## src/hw/rtl/wino_pkg.sv

```systemverilog
// Shared types, widths, transform matrices and codes for the Winograd tile engine.
package wino_pkg;

  // Widths fixed by the stream format
  localparam int DATA_BITS_DEF = 16;
  localparam int RAW_W         = 24;   // widest sample precision supported
  localparam int SMP_W         = 16;
  localparam int POS_W         = 4;
  localparam int RES_W         = 35;
  localparam int IN_TDATA_W    = 24;
  localparam int OUT_TDATA_W   = 40;

  // Storage and sequencing
  localparam int WGT_N      = 9;
  localparam int TILE_N     = 16;
  localparam int ELEM_N     = 16;    // Winograd-domain elements per tile
  localparam int ELEM_W     = 4;
  localparam int STEP_W     = 5;
  localparam int CALC_STEPS = ELEM_N + 2;  // issue steps plus the transform and product registers

  localparam logic [POS_W-1:0] POS_LAST  = 4'd15;
  localparam logic [POS_W-1:0] WGT_LAST  = 4'd8;
  localparam logic [1:0]       EMIT_LAST = 2'd3;

  typedef enum logic {
    CMD_WEIGHT = 1'b0,
    CMD_SAMPLE = 1'b1
  } cmd_t;

  typedef enum logic [1:0] {
    ST_IDLE,
    ST_CALC,
    ST_EMIT
  } state_t;

  // Small signed coefficient of a transform matrix
  typedef logic signed [2:0] coef_t;

  localparam coef_t C_ZERO = 3'sd0;
  localparam coef_t C_POS  = 3'sd1;
  localparam coef_t C_NEG  = -3'sd1;
  localparam coef_t C_TWO  = 3'sd2;

  // Input transform Bt
  localparam coef_t MAT_BT [4][4] = '{
    '{C_POS,  C_ZERO, C_NEG, C_ZERO},
    '{C_ZERO, C_POS,  C_POS, C_ZERO},
    '{C_ZERO, C_NEG,  C_POS, C_ZERO},
    '{C_ZERO, C_POS,  C_ZERO, C_NEG}
  };

  // Filter transform 2G, so that U comes out four times larger and integer
  localparam coef_t MAT_G2 [4][3] = '{
    '{C_TWO,  C_ZERO, C_ZERO},
    '{C_POS,  C_POS,  C_POS},
    '{C_POS,  C_NEG,  C_POS},
    '{C_ZERO, C_ZERO, C_TWO}
  };

  // Output transform At
  localparam coef_t MAT_AT [2][4] = '{
    '{C_POS,  C_POS, C_POS,  C_ZERO},
    '{C_ZERO, C_POS, C_NEG,  C_NEG}
  };

  // Store strobes towards the weight and tile registers
  typedef struct packed {
    logic             wgt_we;
    logic             smp_we;
    logic [POS_W-1:0] pos;
  } wr_t;

  // One element issued to the shared transform and multiplier unit
  typedef struct packed {
    logic              vld;
    logic [ELEM_W-1:0] idx;
  } issue_t;

endpackage

```

## src/hw/rtl/winograd_f2x2_3x3_tile.sv

```systemverilog
// Top level of the Winograd F(2x2,3x3) tile engine.
// Weight loads and tile sample writes are taken one transaction per cycle while the
// engine is idle. A sample write to tile position 15 closes the tile: the engine then
// drops in_tready and runs its shared transform and multiplier unit (one of the 16
// Winograd-domain products per cycle, then the transform and product registers drain),
// and then offers the four results in row-major order, one per cycle while out_tready
// is high, the fourth marked by out_tlast. in_tready returns the cycle after the last
// result is taken. Weights and samples persist between tiles; a weight load to an
// index above 8 is dropped. Results are exact; DATA_BITS sets how many low bits of
// each sample are taken as signed.
module winograd_f2x2_3x3_tile #(
  parameter int DATA_BITS = wino_pkg::DATA_BITS_DEF
) (
  input  logic                                clk,
  input  logic                                rst_n,
  input  logic                                in_tvalid,
  output logic                                in_tready,
  input  logic [wino_pkg::IN_TDATA_W-1:0]     in_tdata,   // position[3:0], sample_value[19:4]
  input  logic                                in_tuser,   // command
  output logic                                out_tvalid,
  input  logic                                out_tready,
  output logic [wino_pkg::OUT_TDATA_W-1:0]    out_tdata,  // out_row[0], out_col[1], conv_result[36:2]
  output logic                                out_tlast
);
  import wino_pkg::*;

  logic [RAW_W-1:0]            raw;
  logic signed [DATA_BITS-1:0] wr_data;
  logic signed [DATA_BITS+3:0] v;
  logic signed [DATA_BITS+3:0] u;
  logic signed [RES_W-1:0]     res;
  wr_t                         wr;
  issue_t                      iss;
  issue_t                      xf_iss;
  logic                        clear;
  logic [1:0]                  sel;

  // Take the low DATA_BITS bits of the sample as two's complement
  assign raw     = {{(RAW_W - SMP_W){1'b0}}, in_tdata[POS_W +: SMP_W]};
  assign wr_data = raw[DATA_BITS-1:0];

  wino_ctrl u_ctrl (
    .clk        (clk),
    .rst_n      (rst_n),
    .in_tvalid  (in_tvalid),
    .in_cmd     (in_tuser),
    .in_pos     (in_tdata[POS_W-1:0]),
    .out_tready (out_tready),
    .in_tready  (in_tready),
    .out_tvalid (out_tvalid),
    .out_tlast  (out_tlast),
    .wr         (wr),
    .iss        (iss),
    .clear      (clear),
    .sel        (sel)
  );

  wino_xform #(
    .DATA_BITS (DATA_BITS)
  ) u_xform (
    .clk     (clk),
    .rst_n   (rst_n),
    .wr      (wr),
    .wr_data (wr_data),
    .iss     (iss),
    .xf_iss  (xf_iss),
    .v_out   (v),
    .u_out   (u)
  );

  wino_mac #(
    .DATA_BITS (DATA_BITS)
  ) u_mac (
    .clk    (clk),
    .rst_n  (rst_n),
    .clear  (clear),
    .xf_iss (xf_iss),
    .v_in   (v),
    .u_in   (u),
    .sel    (sel),
    .res    (res)
  );

  // Pack row, column and result, row in the lowest bit
  assign out_tdata = {{(OUT_TDATA_W - RES_W - 2){1'b0}}, res, sel[0], sel[1]};

endmodule

```

## src/hw/rtl/wino_xform.sv

```systemverilog
// Weight and tile storage with the shared transform stage: one V and one U4 element per cycle.
module wino_xform #(
  parameter int DATA_BITS = wino_pkg::DATA_BITS_DEF
) (
  input  logic                   clk,
  input  logic                   rst_n,
  input  wino_pkg::wr_t          wr,
  input  logic signed [DATA_BITS-1:0] wr_data,
  input  wino_pkg::issue_t       iss,
  output wino_pkg::issue_t       xf_iss,
  output logic signed [DATA_BITS+3:0] v_out,
  output logic signed [DATA_BITS+3:0] u_out
);
  import wino_pkg::*;

  localparam int X_W = DATA_BITS + 4;

  logic signed [DATA_BITS-1:0] wgt_r  [WGT_N];
  logic signed [DATA_BITS-1:0] tile_r [TILE_N];
  logic signed [X_W-1:0]       t1     [4];
  logic signed [X_W-1:0]       u1     [3];
  logic signed [X_W-1:0]       v_nxt;
  logic signed [X_W-1:0]       u_nxt;
  logic signed [X_W-1:0]       v_r;
  logic signed [X_W-1:0]       u_r;
  issue_t                      iss_r;
  logic [1:0]                  ri;
  logic [1:0]                  cj;

  // Scale by a transform coefficient: pass, negate, double or drop
  function automatic logic signed [X_W-1:0] cmul(input logic signed [X_W-1:0] x,
                                                 input coef_t k);
    logic signed [X_W-1:0] y;
    case (k)
      C_POS:   y = x;
      C_NEG:   y = -x;
      C_TWO:   y = x <<< 1;
      default: y = '0;
    endcase
    return y;
  endfunction

  // Store weights and tile samples
  always_ff @(posedge clk) begin
    if (!rst_n) begin
      for (int n = 0; n < WGT_N; n++) wgt_r[n] <= '0;
      for (int n = 0; n < TILE_N; n++) tile_r[n] <= '0;
    end else begin
      if (wr.wgt_we) wgt_r[wr.pos] <= wr_data;
      if (wr.smp_we) tile_r[wr.pos] <= wr_data;
    end
  end

  // Form one element of V = Bt.d.B and U4 = (2G).g.(2G)t
  always_comb begin
    ri = iss.idx[3:2];
    cj = iss.idx[1:0];
    for (int c = 0; c < 4; c++) begin
      t1[c] = '0;
      for (int l = 0; l < 4; l++) begin
        t1[c] = t1[c] + cmul(X_W'(tile_r[l*4+c]), MAT_BT[ri][l]);
      end
    end
    v_nxt = '0;
    for (int c = 0; c < 4; c++) begin
      v_nxt = v_nxt + cmul(t1[c], MAT_BT[cj][c]);
    end
    for (int c = 0; c < 3; c++) begin
      u1[c] = '0;
      for (int l = 0; l < 3; l++) begin
        u1[c] = u1[c] + cmul(X_W'(wgt_r[l*3+c]), MAT_G2[ri][l]);
      end
    end
    u_nxt = '0;
    for (int c = 0; c < 3; c++) begin
      u_nxt = u_nxt + cmul(u1[c], MAT_G2[cj][c]);
    end
  end

  // Register the transformed pair
  always_ff @(posedge clk) begin
    if (!rst_n) begin
      iss_r <= '0;
    end else begin
      iss_r <= iss;
    end
  end

  always_ff @(posedge clk) begin
    v_r <= v_nxt;
    u_r <= u_nxt;
  end

  assign xf_iss = iss_r;
  assign v_out  = v_r;
  assign u_out  = u_r;

endmodule

```

## src/hw/rtl/wino_mac.sv

```systemverilog
// Shared multiplier and the four output accumulators applying At.M.A.
module wino_mac #(
  parameter int DATA_BITS = wino_pkg::DATA_BITS_DEF
) (
  input  logic                        clk,
  input  logic                        rst_n,
  input  logic                        clear,
  input  wino_pkg::issue_t            xf_iss,
  input  logic signed [DATA_BITS+3:0] v_in,
  input  logic signed [DATA_BITS+3:0] u_in,
  input  logic [1:0]                  sel,
  output logic signed [wino_pkg::RES_W-1:0] res
);
  import wino_pkg::*;

  localparam int X_W   = DATA_BITS + 4;
  localparam int P_W   = 2 * X_W;
  localparam int ACC_W = P_W + 4;

  logic signed [P_W-1:0]   m_r;
  issue_t                  mul_iss_r;
  logic signed [ACC_W-1:0] acc_r   [4];
  logic signed [ACC_W-1:0] acc_nxt [4];
  logic signed [ACC_W-1:0] m_ext;
  logic signed [ACC_W-1:0] acc_sel;
  logic [1:0]              ei;
  logic [1:0]              ej;
  coef_t                   k;

  // Multiply one U4 element by its V element
  always_ff @(posedge clk) begin
    m_r <= v_in * u_in;
  end

  always_ff @(posedge clk) begin
    if (!rst_n) begin
      mul_iss_r <= '0;
    end else begin
      mul_iss_r <= xf_iss;
    end
  end

  // Spread the product onto the four outputs with the At coefficients
  always_comb begin
    ei    = mul_iss_r.idx[3:2];
    ej    = mul_iss_r.idx[1:0];
    m_ext = ACC_W'(m_r);
    k     = C_ZERO;
    for (int r = 0; r < 2; r++) begin
      for (int c = 0; c < 2; c++) begin
        k = coef_t'(MAT_AT[r][ei] * MAT_AT[c][ej]);
        case (k)
          C_POS:   acc_nxt[r*2+c] = acc_r[r*2+c] + m_ext;
          C_NEG:   acc_nxt[r*2+c] = acc_r[r*2+c] - m_ext;
          default: acc_nxt[r*2+c] = acc_r[r*2+c];
        endcase
      end
    end
  end

  // Clear at tile start, accumulate while products arrive
  always_ff @(posedge clk) begin
    if (clear) begin
      for (int n = 0; n < 4; n++) acc_r[n] <= '0;
    end else if (mul_iss_r.vld) begin
      for (int n = 0; n < 4; n++) acc_r[n] <= acc_nxt[n];
    end
  end

  // Divide exactly by four and wrap to the result width
  assign acc_sel = acc_r[sel];

  generate
    if (ACC_W >= RES_W + 2) begin : g_trunc
      assign res = acc_sel[RES_W+1:2];
    end else begin : g_sext
      assign res = {{(RES_W + 2 - ACC_W){acc_sel[ACC_W-1]}}, acc_sel[ACC_W-1:2]};
    end
  endgenerate

endmodule

```

## src/hw/rtl/wino_ctrl.sv

```systemverilog
// Sequencer: decodes input transactions, steps the shared unit and hands out results.
module wino_ctrl (
  input  logic                        clk,
  input  logic                        rst_n,
  input  logic                        in_tvalid,
  input  logic                        in_cmd,
  input  logic [wino_pkg::POS_W-1:0]  in_pos,
  input  logic                        out_tready,
  output logic                        in_tready,
  output logic                        out_tvalid,
  output logic                        out_tlast,
  output wino_pkg::wr_t               wr,
  output wino_pkg::issue_t            iss,
  output logic                        clear,
  output logic [1:0]                  sel
);
  import wino_pkg::*;

  state_t              state_r;
  state_t              state_nxt;
  logic [STEP_W-1:0]   step_r;
  logic [STEP_W-1:0]   step_nxt;
  logic [1:0]          emit_r;
  logic [1:0]          emit_nxt;
  logic                in_acc;
  logic                start;
  logic                out_acc;

  assign in_acc  = in_tvalid && (state_r == ST_IDLE);
  assign start   = in_acc && (in_cmd == CMD_SAMPLE) && (in_pos == POS_LAST);
  assign out_acc = out_tready && (state_r == ST_EMIT);

  // Next state
  always_comb begin
    state_nxt = state_r;
    unique case (state_r)
      ST_IDLE: if (start) state_nxt = ST_CALC;
      ST_CALC: if (step_r == STEP_W'(CALC_STEPS - 1)) state_nxt = ST_EMIT;
      ST_EMIT: if (out_acc && (emit_r == EMIT_LAST)) state_nxt = ST_IDLE;
      default: state_nxt = ST_IDLE;
    endcase
  end

  // Advance step and result counters
  always_comb begin
    step_nxt = (state_r == ST_CALC) ? step_r + 1'b1 : '0;
    emit_nxt = emit_r;
    if (state_r != ST_EMIT) begin
      emit_nxt = '0;
    end else if (out_acc) begin
      emit_nxt = emit_r + 1'b1;
    end
  end

  always_ff @(posedge clk) begin
    if (!rst_n) begin
      state_r <= ST_IDLE;
      step_r  <= '0;
      emit_r  <= '0;
    end else begin
      state_r <= state_nxt;
      step_r  <= step_nxt;
      emit_r  <= emit_nxt;
    end
  end

  // Outputs
  always_comb begin
    in_tready  = (state_r == ST_IDLE);
    out_tvalid = (state_r == ST_EMIT);
    out_tlast  = (state_r == ST_EMIT) && (emit_r == EMIT_LAST);
    wr.wgt_we  = in_acc && (in_cmd == CMD_WEIGHT) && (in_pos <= WGT_LAST);
    wr.smp_we  = in_acc && (in_cmd == CMD_SAMPLE);
    wr.pos     = in_pos;
    iss.vld    = (state_r == ST_CALC) && (step_r < STEP_W'(ELEM_N));
    iss.idx    = step_r[ELEM_W-1:0];
    clear      = start;
    sel        = emit_r;
  end

endmodule

```

## config.mk

```make
export PLATFORM = sky130hd
export DESIGN_NAME = winograd_f2x2_3x3_tile
export DESIGN_NICKNAME = d
export VERILOG_FILES = /design/src/hw/rtl/wino_pkg.sv /design/src/hw/rtl/winograd_f2x2_3x3_tile.sv /design/src/hw/rtl/wino_xform.sv /design/src/hw/rtl/wino_mac.sv /design/src/hw/rtl/wino_ctrl.sv
export SDC_FILE = /design/constraint.sdc
export NUM_CORES = 2
export LEC_CHECK = 0
export ABC_AREA = 1
export CAP_MARGIN = 0
export CORE_MARGIN = 2
export CORE_UTILIZATION = 42
export DETAILED_ROUTE_END_ITERATION = 8
export DONT_BUFFER_PORTS = 1
export PLACE_DENSITY_LB_ADDON = 0.05
export SLEW_MARGIN = 20
export SYNTH_ARGS = -nofsm -noshare
export SYNTH_HDL_FRONTEND = slang
export SYNTH_SLANG_ARGS = --single-unit
```

## constraint.sdc

```tcl
create_clock -name clk -period 9.31 [get_ports clk]
set_input_delay 0 -clock clk [delete_from_list [all_inputs] [get_ports clk]]
set_output_delay 0 -clock clk [all_outputs]
set_load 0.01 [all_outputs]
```

==> results.md <==
- Status: complete, no violations
- Core area: 171200 um^2
- Synth area leader: edfxtp_1
- Starting density of the core: 42.21%
- Number of CTS-inserted buffers: 86
- Clk sinks: 646
- Pins Over Slew Limit: 0
- Ports: 72
- CTS root buf: clkbuf_16
- Post-DP HPWL: 190600 um
- Synth Cell Area: 72240 um^2
- Max FO, Critical Path: 30
- Grt ovf: 0
- Final Critical Period: 8453 ps
- Hold_sp: rst_n
- Vias/cell: 5.362
- Unrepaired setup endpoints after global routing: false
- Share of the synthesized area in the top cell type: 22.78%
- Fin nets: 10610
- Max-Cap Viols: 0
- Vias in the first global route: 61520
- Top FF cell, synth: edfxtp_1
- CP Data Required Time: 9930 ps
- Hold Fails Final Rpt: 0
- Deepest clock path buffer count: 3
- Layout cell share with drive strength beyond 1: 3.758%
- Most frequent cells in the layout: 1887 x nand2_1, 1825 x inv_1, 1113 x nor2_1
- Post-synthesis async set-or-reset flop share: 0%
- Worst r2r src: u_ctrl.step_r[3]$_SDFF_PN0_
- First-pass GRT wire length: 374800 um
- Arrival time worst endpoint: 9070 ps
- Hold crit path type: in2reg
- Worst R2R Path Depth: 42
- FP Rows: 152
- Antenna violations before repair: 2
- Die Wd: 418.7 um
- Critical Path Sink Type: flip-flop
- Syn avg cell area: 7.587 um^2
- Final Cycle Share: 90.79%
- # fillers: 17240
- Fin Setup TNS: 0 ps
- Commonest non-fill, non-tap cell in the layout: nand2_1
- Critical Path Start Type: flip-flop
- PortBufs: 0
- Area delta synth->final: 8.279%
- Clk_skew: 49.37 ps
- Gpl congestion: 0.9530
- Distinct cells, synth: 69
- Largest net degree at the start of global routing: 72
- CP peak stage delay: 580 ps
- Critical path class: reg2reg
- Initial DRC Count: 5829
- Synthesized flop and latch total: 646
- Skew-Pair Late Insertion Delay: 750 ps
- Slew @ Worst Pin: 1125 ps
- Yosys warnings: 0
- # DRC: 0
- Max_slew headroom: 24.93%
- Gr usage total: 28.12%
- Post-DRT Antenna Nets: 0
- Die H: 418.7 um
- TritonCTS clock tree: done
- # setup viols final: 0
- Sequential fraction of the synthesis area: 25.49%
- Vias: 63060
- Post-synth EDFFs: 548
- Fmax: 0.1183 GHz
- CTS HTree Levels: 3
- Slowest-stage cell, CP: o311ai_0
- Die area: 175300 um^2
- Largest cells by area after synthesis: edfxtp_1 23%, fa_1 19%, nand2_1 9.8%
- Cell mode on critical path: nand2_1
- First-pass DRT Iterations: 6
- Reg clk slew, reported paths: 70 ps
- Routed wire per std cell: 21.02 um
- Post-Syn Instances: 9521
- CP startpoint: u_ctrl.step_r[3]$_SDFF_PN0_
- Min-Delay Path Depth: 1
- Post-Route WL: 247200 um
[worst max-delay path, delay by kind of cell, from the launching register on]
kind / cells / cell delay, ps
DFF: 1 / 320
and+or+nand+nor: 20 / 2610
AOI/OAI and AO/OA: 6 / 1500
buffers and inverters: 10 / 1480
adders and majority gates: 6 / 2390
[worst paths after layout]
kind | slack [ps] | to
min reg2reg | 400 | u_mac.ei[1]$_SDFF_PN0_
max reg2reg | 860 | u_xform.u_out[19]$_DFF_P_
max | 860 | u_xform.u_out[19]$_DFF_P_
min | 70 | u_xform.tile_r[3][0]$_SDFFCE_PN0P_
[through the flow]
step / utilization, % / cells / hold WS [ps] / instance area, um^2 / setup slack (ps)
2_1_floorplan: - / 9523 / 154.2 / 72250 / 1194
3_3_place_gp: 43.77 / 11570 / 167.7 / 74920 / 772.3
3_5_place_dp: 43.77 / 11570 / 177.1 / 74920 / 702.3
4_1_cts: 45.67 / 11760 / 12.26 / 78180 / 623.1
5_1_grt: 45.70 / 11760 / 63.93 / 78220 / 85.57
6_report: 45.70 / 11760 / 73.06 / 78220 / 857.4
[area by class of cell]
class	count	area (um^2)	share of cell area (%)
Antenna cell	1	2.502	0.003199
Clock buffer	110	2419	3.092
Clock inverter	47	478.0	0.6110
Inverter	1848	6938	8.870
Multi-Input combinational cell	6724	45870	58.64
Sequential cell	646	18420	23.55
Tap cell	2233	2794	3.572
Timing Repair Buffer	152	1296	1.657
[registers in the layout, summed over array words and instances (netlist names), 5 cells and up, named ones only]
signal and cells:
u_xform.u_out 20, u_xform.wgt_r 144, u_xform.v_out 20, u_mac.m_r 37, u_mac.acc_r 148, u_ctrl.step_r 5, u_xform.xf_iss 5, u_xform.tile_r 256
[metal layers]
metal  wire length (um)  GRT usage, %  part of all wire [%]
met1             111900         38.99                    45
met2             113000         46.00                    46
met3              14080         3.132                   5.7
met4               8183         8.805                   3.3
met5                  0             0                     0
[cell families after synthesis]
logic type	Yosys count	synth area share, %
AO/OA/AOI/OAI	1753	13.89
XOR/XNOR	206	2.539
adder cells (fa/ha/maj)	1119	26.32
buffers and inverters	2153	11.20
flip-flops	646	25.49
other	1	0.005191
AND/OR/NAND/NOR	3643	20.54
[cells in the mapped netlist (7+ instances only)]
| cell | number |
|---|---|
| a32oi_1 | 17 |
| o21a_1 | 62 |
| nand3_1 | 314 |
| buf_1 | 24 |
| a31oi_1 | 47 |
| o21ai_0 | 609 |
| o31ai_1 | 18 |
| a21boi_0 | 8 |
| o21bai_1 | 18 |
| edfxtp_1 | 548 |
| o22ai_1 | 112 |
| xnor2_1 | 61 |
| xor2_1 | 141 |
| nor2_1 | 1120 |
| a221oi_1 | 10 |
| nand4_1 | 72 |
| o32ai_1 | 20 |
| a32o_1 | 15 |
| clkinv_1 | 21 |
| a211oi_1 | 8 |
| dfxtp_1 | 98 |
| ha_1 | 451 |
| inv_1 | 1825 |
| o221ai_1 | 13 |
| o211ai_1 | 26 |
| nand2_1 | 1891 |
| o21ai_1 | 9 |
| clkbuf_1 | 277 |
| a21oi_1 | 616 |
| a22oi_1 | 95 |
| nor4_1 | 24 |
| o311ai_0 | 7 |
| nor3_1 | 122 |
| a21o_1 | 17 |
| fa_1 | 668 |
| nand2_2 | 9 |
| or2_2 | 39 |
| nand3b_1 | 23 |
[repair_timing]
item	in CTS	in global routing
gates resized for setup	0	7
hold buffers	34	0
buffers inserted	0	0
setup endpoints to repair	0	1
hold endpoints to repair	559	0
Power is not shown: default switching activity piles up to over one toggle a cycle in this logic, so the estimate is an artifact.
